**config.mk**
```make
export PLATFORM = sky130hd
export DESIGN_NAME = digital_zoom_roi_planner_flat
export DESIGN_NICKNAME = d
export VERILOG_FILES = /design/src/hw/rtl/dzrp_pkg.sv /design/src/hw/rtl/dzrp_if.sv /design/src/hw/rtl/dzrp_div.sv /design/src/hw/rtl/digital_zoom_roi_planner.sv /design/src/flat_wrapper.sv
export SDC_FILE = /design/constraint.sdc
export NUM_CORES = 2
export LEC_CHECK = 0
export BUFFER_PORTS_ARGS = -buffer_cell sky130_fd_sc_hd__buf_2
export CAP_MARGIN = 20
export CORE_AREA = 10 10 391 393
export DETAILED_ROUTE_END_ITERATION = 12
export DIE_AREA = 0 0 401 403
export HOLD_SLACK_MARGIN = 0.02
export PLACE_DENSITY = 0.83
export SYNTH_ARGS = -nofsm -noshare
export SYNTH_HDL_FRONTEND = slang
export SYNTH_HIERARCHICAL = 1
export SYNTH_SLANG_ARGS = --single-unit
```
**constraint.sdc**
```tcl
create_clock -name clk_i -period 10 [get_ports clk_i]
set_input_delay 1 -clock clk_i [delete_from_list [all_inputs] [get_ports clk_i]]
set_output_delay 1 -clock clk_i [all_outputs]
set_load 0.02 [all_outputs]
```
**src/hw/rtl/dzrp_pkg.sv**
```systemverilog
// Package: shared types and constants for the digital zoom ROI planner.
`default_nettype none
package dzrp_pkg;
  localparam int unsigned FullK = 1000;
  localparam int unsigned HalfK = 500;

  typedef enum logic [1:0] {
    ST_OK    = 2'd0,
    ST_RATIO = 2'd1,
    ST_PAN   = 2'd2
  } status_e;

  typedef enum logic [0:0] {
    REG_ZOOM_MIN = 1'b0,
    REG_ZOOM_MAX = 1'b1
  } reg_idx_e;

  typedef enum logic [3:0] {
    S_IDLE, S_READ, S_PREP, S_DIV_PS, S_PREV, S_DIV_S, S_MUL, S_DIVF, S_PLACE,
    S_WRITE, S_OUT
  } fsm_e;

  // stored per channel state
  typedef struct packed {
    logic [9:0]  cx;
    logic [9:0]  cy;
    logic [11:0] ratio;
    logic        en;
  } chan_t;

  typedef struct packed {
    logic [4:0]        channel;
    logic              enable;
    logic signed [11:0] center_x;
    logic signed [11:0] center_y;
    logic signed [11:0] focus_x;
    logic signed [11:0] focus_y;
    logic [11:0]       zoom_ratio;
  } req_t;

  typedef struct packed {
    logic [9:0]  crop_x;
    logic [9:0]  crop_y;
    logic [9:0]  crop_side;
    logic [9:0]  new_center_x;
    logic [9:0]  new_center_y;
    logic [11:0] new_ratio;
    logic [1:0]  status;
  } res_t;

  // clamp signed thousandths to 0..1000
  function automatic logic [9:0] clamp_k(input logic signed [11:0] v);
    logic [9:0] r;
    if (v < 0) r = '0;
    else if (v > 12'sd1000) r = 10'd1000;
    else r = v[9:0];
    return r;
  endfunction
endpackage
`default_nettype wire

```
**src/hw/rtl/dzrp_if.sv**
```systemverilog
// Interfaces: valid/ready item channels and the register write channel.
`default_nettype none
interface dzrp_req_if;
  logic              valid;
  logic              ready;
  dzrp_pkg::req_t    data;
  modport source (output valid, output data, input ready);
  modport sink (input valid, input data, output ready);
endinterface

interface dzrp_res_if;
  logic              valid;
  logic              ready;
  dzrp_pkg::res_t    data;
  modport source (output valid, output data, input ready);
  modport sink (input valid, input data, output ready);
endinterface

interface dzrp_cfg_if;
  logic        valid;
  logic        ready;
  logic [0:0]  index;
  logic [11:0] wdata;
  modport source (output valid, output index, output wdata, input ready);
  modport sink (input valid, input index, input wdata, output ready);
endinterface
`default_nettype wire

```
**src/hw/rtl/dzrp_div.sv**
```systemverilog
// Module: restoring unsigned divider, one quotient bit per cycle.
`default_nettype none
module dzrp_div (
  input  wire logic        clk_i,
  input  wire logic        rst_ni,
  input  wire logic        start_i,
  input  wire logic [19:0] num_i,
  input  wire logic [11:0] den_i,
  output logic             done_o,
  output logic [19:0]      quo_o
);
  logic [4:0]  cnt_q, cnt_d;
  logic        busy_q, busy_d;
  logic [19:0] quo_q, quo_d;
  logic [12:0] rem_q, rem_d;
  logic [11:0] den_q, den_d;
  logic [12:0] trial;

  always_comb begin
    busy_d = busy_q;
    cnt_d  = cnt_q;
    quo_d  = quo_q;
    rem_d  = rem_q;
    den_d  = den_q;
    done_o = 1'b0;
    trial  = {rem_q[11:0], quo_q[19]};
    if (start_i) begin
      busy_d = 1'b1;
      cnt_d  = 5'd0;
      quo_d  = num_i;
      rem_d  = '0;
      den_d  = den_i;
    end else if (busy_q) begin
      quo_d = {quo_q[18:0], 1'b0};
      if (trial >= {1'b0, den_q}) begin
        rem_d    = trial - {1'b0, den_q};
        quo_d[0] = 1'b1;
      end else begin
        rem_d = trial;
      end
      cnt_d = cnt_q + 5'd1;
      if (cnt_q == 5'd19) begin
        busy_d = 1'b0;
        done_o = 1'b1;
      end
    end
  end

  assign quo_o = quo_d;

  always_ff @(posedge clk_i or negedge rst_ni) begin
    if (!rst_ni) begin
      busy_q <= 1'b0;
      cnt_q  <= '0;
    end else begin
      busy_q <= busy_d;
      cnt_q  <= cnt_d;
    end
  end

  always_ff @(posedge clk_i) begin
    quo_q <= quo_d;
    rem_q <= rem_d;
    den_q <= den_d;
  end
endmodule
`default_nettype wire

```
**src/hw/rtl/digital_zoom_roi_planner.sv**
```systemverilog
// Top level: per-channel digital zoom and pan planner.
// One request at a time. The channel's stored center and ratio come from the
// per-channel memory, read through a register. The crop side needs a division
// by the ratio, done on a bit-serial divider. A request with a focus point
// needs a second one for the previous crop side, and four products divided
// by 1000 through a reciprocal multiply, one per cycle. Then come placement,
// the write back and the result register. The two ratio divisions dominate
// the time to a result. The next item is taken the cycle after the result
// leaves, so receiver stalls add directly.
// The memory has no clear pass: one valid bit per channel, cleared at reset,
// makes an unwritten channel read as 500,500, ratio 100.
// Requests for channels at or above CHANNELS are consumed with no result.
`default_nettype none
module digital_zoom_roi_planner #(
  parameter int unsigned CHANNELS = 32
) (
  input  wire logic clk_i,
  input  wire logic rst_ni,
  dzrp_req_if.sink   req,
  dzrp_res_if.source res,
  dzrp_cfg_if.sink   cfg
);
  // the channel field is 5 bits wide, so never index with more
  localparam int unsigned AW = (CHANNELS > 32) ? 5 :
                               ((CHANNELS > 1) ? $clog2(CHANNELS) : 1);
  // ceil(2^29 / 1000); exact floor(n / 1000) for any n below 2^20
  localparam logic [19:0] RecipK = 20'd536871;

  dzrp_pkg::fsm_e state_q, state_d;
  dzrp_pkg::req_t req_q;
  dzrp_pkg::chan_t mem_rd_q, prev;
  dzrp_pkg::res_t  res_q;
  logic        res_valid_q;
  logic [9:0]  zmin_q;
  logic [11:0] zmax_q;
  logic [CHANNELS-1:0] vld_q;
  logic        vld_rd_q;
  dzrp_pkg::chan_t mem [CHANNELS];

  // working registers
  logic [9:0]  side_q, ps_q, px_q, py_q;
  logic [11:0] ratio_q;
  logic [1:0]  status_q;
  logic [9:0]  fx_q, fy_q;
  logic [19:0] m0_q, m1_q, m2_q, m3_q;
  logic [9:0]  q_q [4];
  logic [1:0]  dsel_q;
  logic        focus_q;

  logic [9:0]  emin;
  logic [11:0] emax;
  assign emin = (zmin_q == '0) ? 10'd1 : zmin_q;
  assign emax = (zmax_q == '0) ? 12'd1 : zmax_q;

  // divider
  logic        div_start;
  logic [19:0] div_num;
  logic [11:0] div_den;
  logic        div_done;
  logic [19:0] div_quo;

  dzrp_div u_div (
    .clk_i, .rst_ni,
    .start_i (div_start),
    .num_i   (div_num),
    .den_i   (div_den),
    .done_o  (div_done),
    .quo_o   (div_quo)
  );

  logic in_range;
  assign in_range = (32'(req.data.channel) < CHANNELS);
  assign req.ready = (state_q == dzrp_pkg::S_IDLE) && !res_valid_q;
  assign cfg.ready = 1'b1;
  assign res.valid = res_valid_q;
  assign res.data  = res_q;

  assign prev = vld_rd_q ? mem_rd_q :
                dzrp_pkg::chan_t'{cx: 10'(dzrp_pkg::HalfK), cy: 10'(dzrp_pkg::HalfK),
                                  ratio: 12'd100, en: 1'b1};

  // side helpers
  function automatic logic [11:0] raise(input logic [11:0] r, input logic [9:0] m);
    return (r < {2'b0, m}) ? {2'b0, m} : r;
  endfunction
  function automatic logic [9:0] sat_side(input logic [19:0] s);
    logic [9:0] r;
    if (s == '0) r = 10'd1;
    else if (s > 20'd1000) r = 10'd1000;
    else r = s[9:0];
    return r;
  endfunction
  function automatic logic [9:0] corner(input logic [9:0] c, input logic [9:0] s);
    logic signed [11:0] v;
    logic signed [11:0] hi;
    logic [9:0] r;
    v  = $signed({2'b0, c}) - $signed({3'b0, s[9:1]});
    hi = 12'sd1000 - $signed({2'b0, s});
    if (v < 0) r = '0;
    else if (v > hi) r = hi[9:0];
    else r = v[9:0];
    return r;
  endfunction

  logic [11:0] r_prev, r_new;
  assign r_prev = raise(prev.ratio, emin);
  assign r_new  = raise(ratio_q, emin);

  // focus products divided by 1000, one per cycle
  logic [19:0] fdiv_num;
  logic [39:0] fdiv_prod;
  logic [9:0]  fdiv_quo;
  always_comb begin
    case (dsel_q)
      2'd0:    fdiv_num = m0_q;
      2'd1:    fdiv_num = m1_q;
      2'd2:    fdiv_num = m2_q;
      default: fdiv_num = m3_q;
    endcase
    fdiv_prod = fdiv_num * RecipK;
    fdiv_quo  = fdiv_prod[38:29];
  end

  // placement
  logic signed [12:0] xs, ys, hi13;
  logic [9:0]  xf, yf;
  logic        clx, cly;
  always_comb begin
    if (focus_q) begin
      xs = $signed({3'b0, px_q}) + $signed({3'b0, q_q[0]}) - $signed({3'b0, q_q[1]});
      ys = $signed({3'b0, py_q}) + $signed({3'b0, q_q[2]}) - $signed({3'b0, q_q[3]});
    end else begin
      xs = $signed({3'b0, dzrp_pkg::clamp_k(req_q.center_x)}) - $signed({4'b0, side_q[9:1]});
      ys = $signed({3'b0, dzrp_pkg::clamp_k(req_q.center_y)}) - $signed({4'b0, side_q[9:1]});
    end
    hi13 = 13'sd1000 - $signed({3'b0, side_q});
    clx = 1'b0; cly = 1'b0;
    if (xs < 0) begin xf = '0; clx = 1'b1; end
    else if (xs > hi13) begin xf = hi13[9:0]; clx = 1'b1; end
    else xf = xs[9:0];
    if (ys < 0) begin yf = '0; cly = 1'b1; end
    else if (ys > hi13) begin yf = hi13[9:0]; cly = 1'b1; end
    else yf = ys[9:0];
  end

  always_comb begin
    state_d   = state_q;
    div_start = 1'b0;
    div_num   = '0;
    div_den   = 12'd1;
    case (state_q)
      dzrp_pkg::S_IDLE: if (req.valid && req.ready && in_range) state_d = dzrp_pkg::S_READ;
      dzrp_pkg::S_READ: state_d = dzrp_pkg::S_PREP;
      dzrp_pkg::S_PREP: begin
        if (!req_q.enable) state_d = dzrp_pkg::S_WRITE;
        else if (focus_q) begin
          div_start = 1'b1;
          div_num   = 20'(emin) * 20'(dzrp_pkg::FullK) + 20'(r_prev[11:1]);
          div_den   = r_prev;
          state_d   = dzrp_pkg::S_DIV_PS;
        end else state_d = dzrp_pkg::S_PREV;
      end
      dzrp_pkg::S_DIV_PS: if (div_done) state_d = dzrp_pkg::S_PREV;
      dzrp_pkg::S_PREV: begin
        div_start = 1'b1;
        div_num   = 20'(emin) * 20'(dzrp_pkg::FullK) + 20'(r_new[11:1]);
        div_den   = r_new;
        state_d   = dzrp_pkg::S_DIV_S;
      end
      dzrp_pkg::S_DIV_S: if (div_done) state_d = focus_q ? dzrp_pkg::S_MUL : dzrp_pkg::S_PLACE;
      dzrp_pkg::S_MUL:   state_d = dzrp_pkg::S_DIVF;
      dzrp_pkg::S_DIVF:  if (dsel_q == 2'd3) state_d = dzrp_pkg::S_PLACE;
      dzrp_pkg::S_PLACE: state_d = dzrp_pkg::S_WRITE;
      dzrp_pkg::S_WRITE: state_d = dzrp_pkg::S_OUT;
      dzrp_pkg::S_OUT:   state_d = dzrp_pkg::S_IDLE;
      default:           state_d = dzrp_pkg::S_IDLE;
    endcase
  end

  always_ff @(posedge clk_i or negedge rst_ni) begin
    if (!rst_ni) begin
      state_q     <= dzrp_pkg::S_IDLE;
      res_valid_q <= 1'b0;
      zmin_q      <= 10'd100;
      zmax_q      <= 12'd1000;
      vld_q       <= '0;
    end else begin
      state_q <= state_d;
      if (cfg.valid) begin
        case (cfg.index)
          dzrp_pkg::REG_ZOOM_MIN: zmin_q <= cfg.wdata[9:0];
          dzrp_pkg::REG_ZOOM_MAX: zmax_q <= cfg.wdata;
          default: ;
        endcase
      end
      if (state_q == dzrp_pkg::S_WRITE) vld_q[req_q.channel[AW-1:0]] <= 1'b1;
      if (state_q == dzrp_pkg::S_OUT) res_valid_q <= 1'b1;
      else if (res.ready) res_valid_q <= 1'b0;
    end
  end

  // channel memory, read every cycle, written back in S_WRITE
  always_ff @(posedge clk_i) begin
    if (state_q == dzrp_pkg::S_WRITE)
      mem[req_q.channel[AW-1:0]] <= '{cx: res_q.new_center_x, cy: res_q.new_center_y,
                                      ratio: res_q.new_ratio, en: req_q.enable};
    mem_rd_q <= mem[req_q.channel[AW-1:0]];
  end

  always_ff @(posedge clk_i) begin
    if (req.valid && req.ready) begin
      req_q   <= req.data;
      focus_q <= (dzrp_pkg::clamp_k(req.data.focus_x) != 10'(dzrp_pkg::HalfK)) ||
                 (dzrp_pkg::clamp_k(req.data.focus_y) != 10'(dzrp_pkg::HalfK));
      fx_q    <= dzrp_pkg::clamp_k(req.data.focus_x);
      fy_q    <= dzrp_pkg::clamp_k(req.data.focus_y);
    end
    if (state_q == dzrp_pkg::S_READ) vld_rd_q <= vld_q[req_q.channel[AW-1:0]];
    if (state_q == dzrp_pkg::S_PREP) begin
      if (req_q.zoom_ratio > emax) begin
        ratio_q  <= emax;
        status_q <= dzrp_pkg::ST_RATIO;
      end else begin
        status_q <= dzrp_pkg::ST_OK;
        if (req_q.zoom_ratio < {2'b0, emin}) ratio_q <= {2'b0, emin};
        else ratio_q <= req_q.zoom_ratio;
      end
    end
    if (state_q == dzrp_pkg::S_DIV_PS && div_done) begin
      ps_q <= sat_side(div_quo);
      px_q <= corner(prev.cx, sat_side(div_quo));
      py_q <= corner(prev.cy, sat_side(div_quo));
    end
    if (state_q == dzrp_pkg::S_DIV_S && div_done) side_q <= sat_side(div_quo);
    if (state_q == dzrp_pkg::S_MUL) begin
      m0_q <= 20'(ps_q) * 20'(fx_q);
      m1_q <= 20'(side_q) * 20'(fx_q);
      m2_q <= 20'(ps_q) * 20'(fy_q);
      m3_q <= 20'(side_q) * 20'(fy_q);
      dsel_q <= 2'd0;
    end
    if (state_q == dzrp_pkg::S_DIVF) begin
      q_q[dsel_q] <= fdiv_quo;
      dsel_q <= dsel_q + 2'd1;
    end
    if (state_q == dzrp_pkg::S_PREP && !req_q.enable) begin
      res_q <= '{crop_x: '0, crop_y: '0, crop_side: 10'd1000, new_center_x: 10'd500,
                 new_center_y: 10'd500, new_ratio: {2'b0, emin}, status: dzrp_pkg::ST_OK};
    end
    if (state_q == dzrp_pkg::S_PLACE) begin
      res_q.crop_x       <= xf;
      res_q.crop_y       <= yf;
      res_q.crop_side    <= side_q;
      res_q.new_center_x <= xf + {1'b0, side_q[9:1]};
      res_q.new_center_y <= yf + {1'b0, side_q[9:1]};
      res_q.new_ratio    <= ratio_q;
      res_q.status       <= ((clx || cly) && status_q == dzrp_pkg::ST_OK) ?
                            dzrp_pkg::ST_PAN : status_q;
    end
  end

  ap_busy_blocks: assert property (@(posedge clk_i) disable iff (!rst_ni)
    (state_q != dzrp_pkg::S_IDLE) |-> !req.ready) else $error("ready while busy");
  ap_out_once: assert property (@(posedge clk_i) disable iff (!rst_ni)
    (state_q == dzrp_pkg::S_OUT) |=> res_valid_q) else $error("result lost");
  ap_status: assert property (@(posedge clk_i) disable iff (!rst_ni)
    res_valid_q |-> (res_q.status != 2'd3)) else $error("bad status");
endmodule
`default_nettype wire
```
**src/flat_wrapper.sv**
```systemverilog
// flat-port wrapper written by rule: the top's interface ports become plain ports
module digital_zoom_roi_planner_flat 
#(
  parameter int unsigned CHANNELS = 32
)
  (clk_i, rst_ni, req_valid, req_data, req_ready, res_valid, res_data, res_ready, cfg_valid, cfg_index, cfg_wdata, cfg_ready);
  dzrp_req_if req_i ();
  dzrp_res_if res_i ();
  dzrp_cfg_if cfg_i ();
  input  wire logic clk_i;
  input  wire logic rst_ni;
  input wire logic [$bits(req_i.valid)-1:0] req_valid;
  input wire logic [$bits(req_i.data)-1:0] req_data;
  output wire logic [$bits(req_i.ready)-1:0] req_ready;
  output wire logic [$bits(res_i.valid)-1:0] res_valid;
  output wire logic [$bits(res_i.data)-1:0] res_data;
  input wire logic [$bits(res_i.ready)-1:0] res_ready;
  input wire logic [$bits(cfg_i.valid)-1:0] cfg_valid;
  input wire logic [$bits(cfg_i.index)-1:0] cfg_index;
  input wire logic [$bits(cfg_i.wdata)-1:0] cfg_wdata;
  output wire logic [$bits(cfg_i.ready)-1:0] cfg_ready;
  assign req_i.valid = req_valid;
  assign req_i.data = req_data;
  assign req_ready = req_i.ready;
  assign res_valid = res_i.valid;
  assign res_data = res_i.data;
  assign res_i.ready = res_ready;
  assign cfg_i.valid = cfg_valid;
  assign cfg_i.index = cfg_index;
  assign cfg_i.wdata = cfg_wdata;
  assign cfg_ready = cfg_i.ready;
  digital_zoom_roi_planner #(.CHANNELS(CHANNELS)) u_core (.clk_i(clk_i), .rst_ni(rst_ni), .req(req_i), .res(res_i), .cfg(cfg_i));
endmodule
```
==> results.md <==
* Run status: complete, no violations
* PwrDens at between 150 and 200 nW/um2
* Max_cap viols at 0
* Most frequent cells in the layout: edfxtp_1 (1,339), inv_1 (706), ha_1 (612)
* Mapped Area at 83,500 um2
* TritonCTS clock tree: built
* Vias at 54,800
* Vias in the first global route at around 56,000
* Critical R2R Launch: u_core/zmin_q[4]
* Critical path's slowest cell: fa_1
* R2r worst-path depth at 45
* Req. time, crit path at ~11 ns
* Clock-pin transition on the worst setup and hold timing paths at roughly 0.060 ns
* Max Fclk at a little over 0.1 GHz
* Critical path class: register to register
* Chip Height at 403 um
* Initial Util at 57.6%
* Post-Synth XOR/XNOR Area at ~1.8%
* Detailed Route Iter0 Violations at 6,558
* Warnings from Yosys at 6
* # DRC at 0
* Crit path arrival time at around 10 ns
* Worst stage delay on the critical path at 0.54 ns
* Hold path cells at 1
* Syn-to-layout area delta at 13.0%
* FFs w/ async S/R, synth at 4.43%
* Die area at around 160,000 um2
* Port Buffers at 149
* Final setup viols at 0
* Synth top area share at around half
* Hold WC Path Type: input port to register
* Hold wc startpoint: req_data[57]
* VDD IR max at between 0.2 and 0.3 mV
* Dominant synthesized flop cell: edfxtp_1
* RR Endpoint: u_core/py_q[9]
* Post-synthesis sequential area ratio at 51.6%
* GRT overflow at 0
* Slew Viols, Final at 0
* Crit end category: register
* Clock tree buffer depth at 3
* Clk sinks at about 1,500
* Leading cell type in the layout, fill and taps excluded: edfxtp_1
* Syn Nets at between 7,000 and 8,000
* Adder-cell area share of the yosys netlist at around a fifth
* FF+latch count, synth at 1,468
* Final worst path period share at 98.9%
* Startpoint Class: register
* Vias/cell at about 6.4
* Final Hold Viols at 0
* Post-route ant nets at 0
* Largest area contributor in the netlist: edfxtp_1
* Worst Path Max Fanout at 7
* Reg-to-reg slack, setup at ~0.11 ns
* GRT Total Usage at ~29%
* Horizontal die dimension at 401 um
* H-tree depth at 4
* Total Wirelength at between 200,000 and 250,000 um
* Hold endpoint: u_core/req_q[57]
* Total power at about 16 mW
* Synth Area in Simple Gates at about 8.0%
* Skew final at 0.0707 ns
* WL/cell at 27.9 um
* Nets@finish at about 7,600
* Final RePlAce weighted congestion at approximately 0.96
* Root Buffer: clkbuf_16
* EDFF count, synth at approximately 1,300
* Relative slew slack at about a fifth
* Post-detail-place hpwl at around 150,000 um
* Drt pass-1 iters at 8
* Synth area leaders: edfxtp_1 (48%), ha_1 (9.4%), fa_1 (9.3%)
* Initial antenna violation count at 3
* First-pass GRT wire length at between 300,000 and 400,000 um
* Largest net degree at the start of global routing at 129
* Post-synthesis mux area share at between 8 and 9%
* Clk_lat worst skew at ~0.82 ns
* I/O pin count at 151
* Yosys cell types at 108
* RSZ-0062 raised after global routing: yes
* Mean Syn Cell Area at between 10 and 15 um2
* Row count at 140
* Final Critical Period at ~9.9 ns
* Layout cell share with drive strength beyond 1 at 18.6%
* Total clock buffers created by CTS at 147
* Static Leak at about 38 nW
* Filler cell count at ~9,800
* Compound-gate portion of the synthesized area at about 6.7%
* Worst Max-Slew Pin Slew at between 1 and 1.5 ns
* Gate Count Post-Synth at ~6,200
* Largest family of logic cells by synthesized area: adder cells
* Final core occ at about two thirds
* Core ar. at about 150,000 um2
kinds of logic after synthesis:
kind of cell,after synthesis
xor gates and xnor gates,175
adders and majority gates,1019
and+or+nand+nor,1358
buffers and inverters,967
muxes,389
AOI/OAI and AO/OA,808
other,1
DFF,1468
cell usage after synthesis, types with 14 or more instances:
cell	number
a21oi_1	159
xor2_1	56
nor2_1	285
nand4_1	63
dfrtp_1	56
a21o_1	68
ha_1	630
xnor2_1	119
nand2b_1	31
inv_1	725
mux2i_1	87
or2_2	42
o21a_1	38
a31o_2	14
a22oi_1	147
fa_1	389
nor2b_1	30
mux2_2	37
dfxtp_1	64
nor3_1	76
a211oi_1	33
or3_1	24
nand2_1	445
clkbuf_1	188
mux4_2	264
and2_1	218
buf_1	35
nand3_1	40
o21ai_0	145
o22ai_1	15
edfxtp_1	1339
nor4_1	16
and3_1	42
o21bai_1	25
flip-flops by register name (all words and copies together), names as in the netlist, 4 cells and up:
name / cells
u_core/u_div/rem_q: 12
u_core/ps_q: 10
u_core/vld_q: 32
u_core/fy_q: 10
u_core/res.data: 64
u_core/px_q: 10
u_core/req_q: 42
u_core/q_q: 40
u_core/m0_q: 20
u_core/u_div/cnt_q: 5
u_core/mem: 1024
u_core/u_div/quo_q: 20
u_core/zmax_q: 12
u_core/py_q: 10
u_core/m1_q: 20
u_core/m3_q: 20
u_core/fx_q: 10
u_core/state_q: 4
u_core/mem_rd_q: 32
u_core/u_div/den_q: 12
u_core/ratio_q: 12
u_core/zmin_q: 10
u_core/m2_q: 20
u_core/side_q: 10
layout make-up:
cell class	count	area, um2	share of cell area (%)
multi-input cells	3750	37800	40.0
flip-flops and latches	1468	43100	45.7
inverters	727	2730	2.89
diodes	4	10.0	0.0106
clock buffers	186	3920	4.15
well taps	1917	2400	2.54
repair buffers	451	3320	3.51
clock inverters	86	1130	1.20
worst max-delay path by stage:
stage	from	end	slack, ns	cells past startpoint
floorplan	u_core/zmin_q[8]	u_core/py_q[1]	0.02	47
global placement	u_core/zmin_q[8]	u_core/px_q[5]	-0.13	47
detailed placement	u_core/zmin_q[5]	u_core/py_q[9]	-0.29	47
CTS	u_core/zmin_q[5]	u_core/py_q[9]	0.001	46
global route	u_core/zmin_q[3]	u_core/py_q[9]	-0.33	45
finish	u_core/zmin_q[4]	u_core/py_q[9]	0.11	45
per-stage QoR:
step	hold slack, ns	setup slack [ns]	instance area [um2]	cells	TNS, ns
after floorplan	0.434	0.0187	83500	6185	0
after global placement	0.446	-0.133	88100	8272	-1.60
after detailed placement	0.449	-0.295	88100	8272	-4.58
after CTS	0.317	0.00133	93300	8546	0
after global routing	0.338	-0.329	94400	8585	-4.96
final	0.360	0.115	94400	8589	0
timing repair:
| action | in CTS | in global routing |
|---|---|---|
| pin swaps | 13 | 78 |
| setup endpoints to repair | 20 | 20 |
| setup buffers | 2 | 25 |
| gates cloned | 0 | 2 |
| hold buffers | 0 | 0 |
| gates resized for setup | 37 | 129 |
routing by layer:
layer	track usage, %	vias to the layer above	wire (um)
li1	-	23100	-
met1	36.3	27400	85200
met2	47.0	3518	115000
met3	6.53	760	25400
met4	15.6	2	14600
met5	0	-	11
where the power goes:
part	switching [mW]	internal [mW]
sequential	0.0110	6.62
clock	2.52	3.27
combinational	1.76	1.75
worst max-delay path: cells and delay by family, from the launching register on:
family / cells / cell delay [ns]
AND/OR/NAND/NOR: 11 / 2.78
AO/OA/AOI/OAI: 13 / 2.27
adder cells (fa/ha/maj): 9 / 2.98
multiplexers: 1 / 0.10
XOR/XNOR: 1 / 0.17
flip-flops: 1 / 0.40
buffers and inverters: 10 / 1.01
No activity file was read; power rests on OpenSTA's default activity.
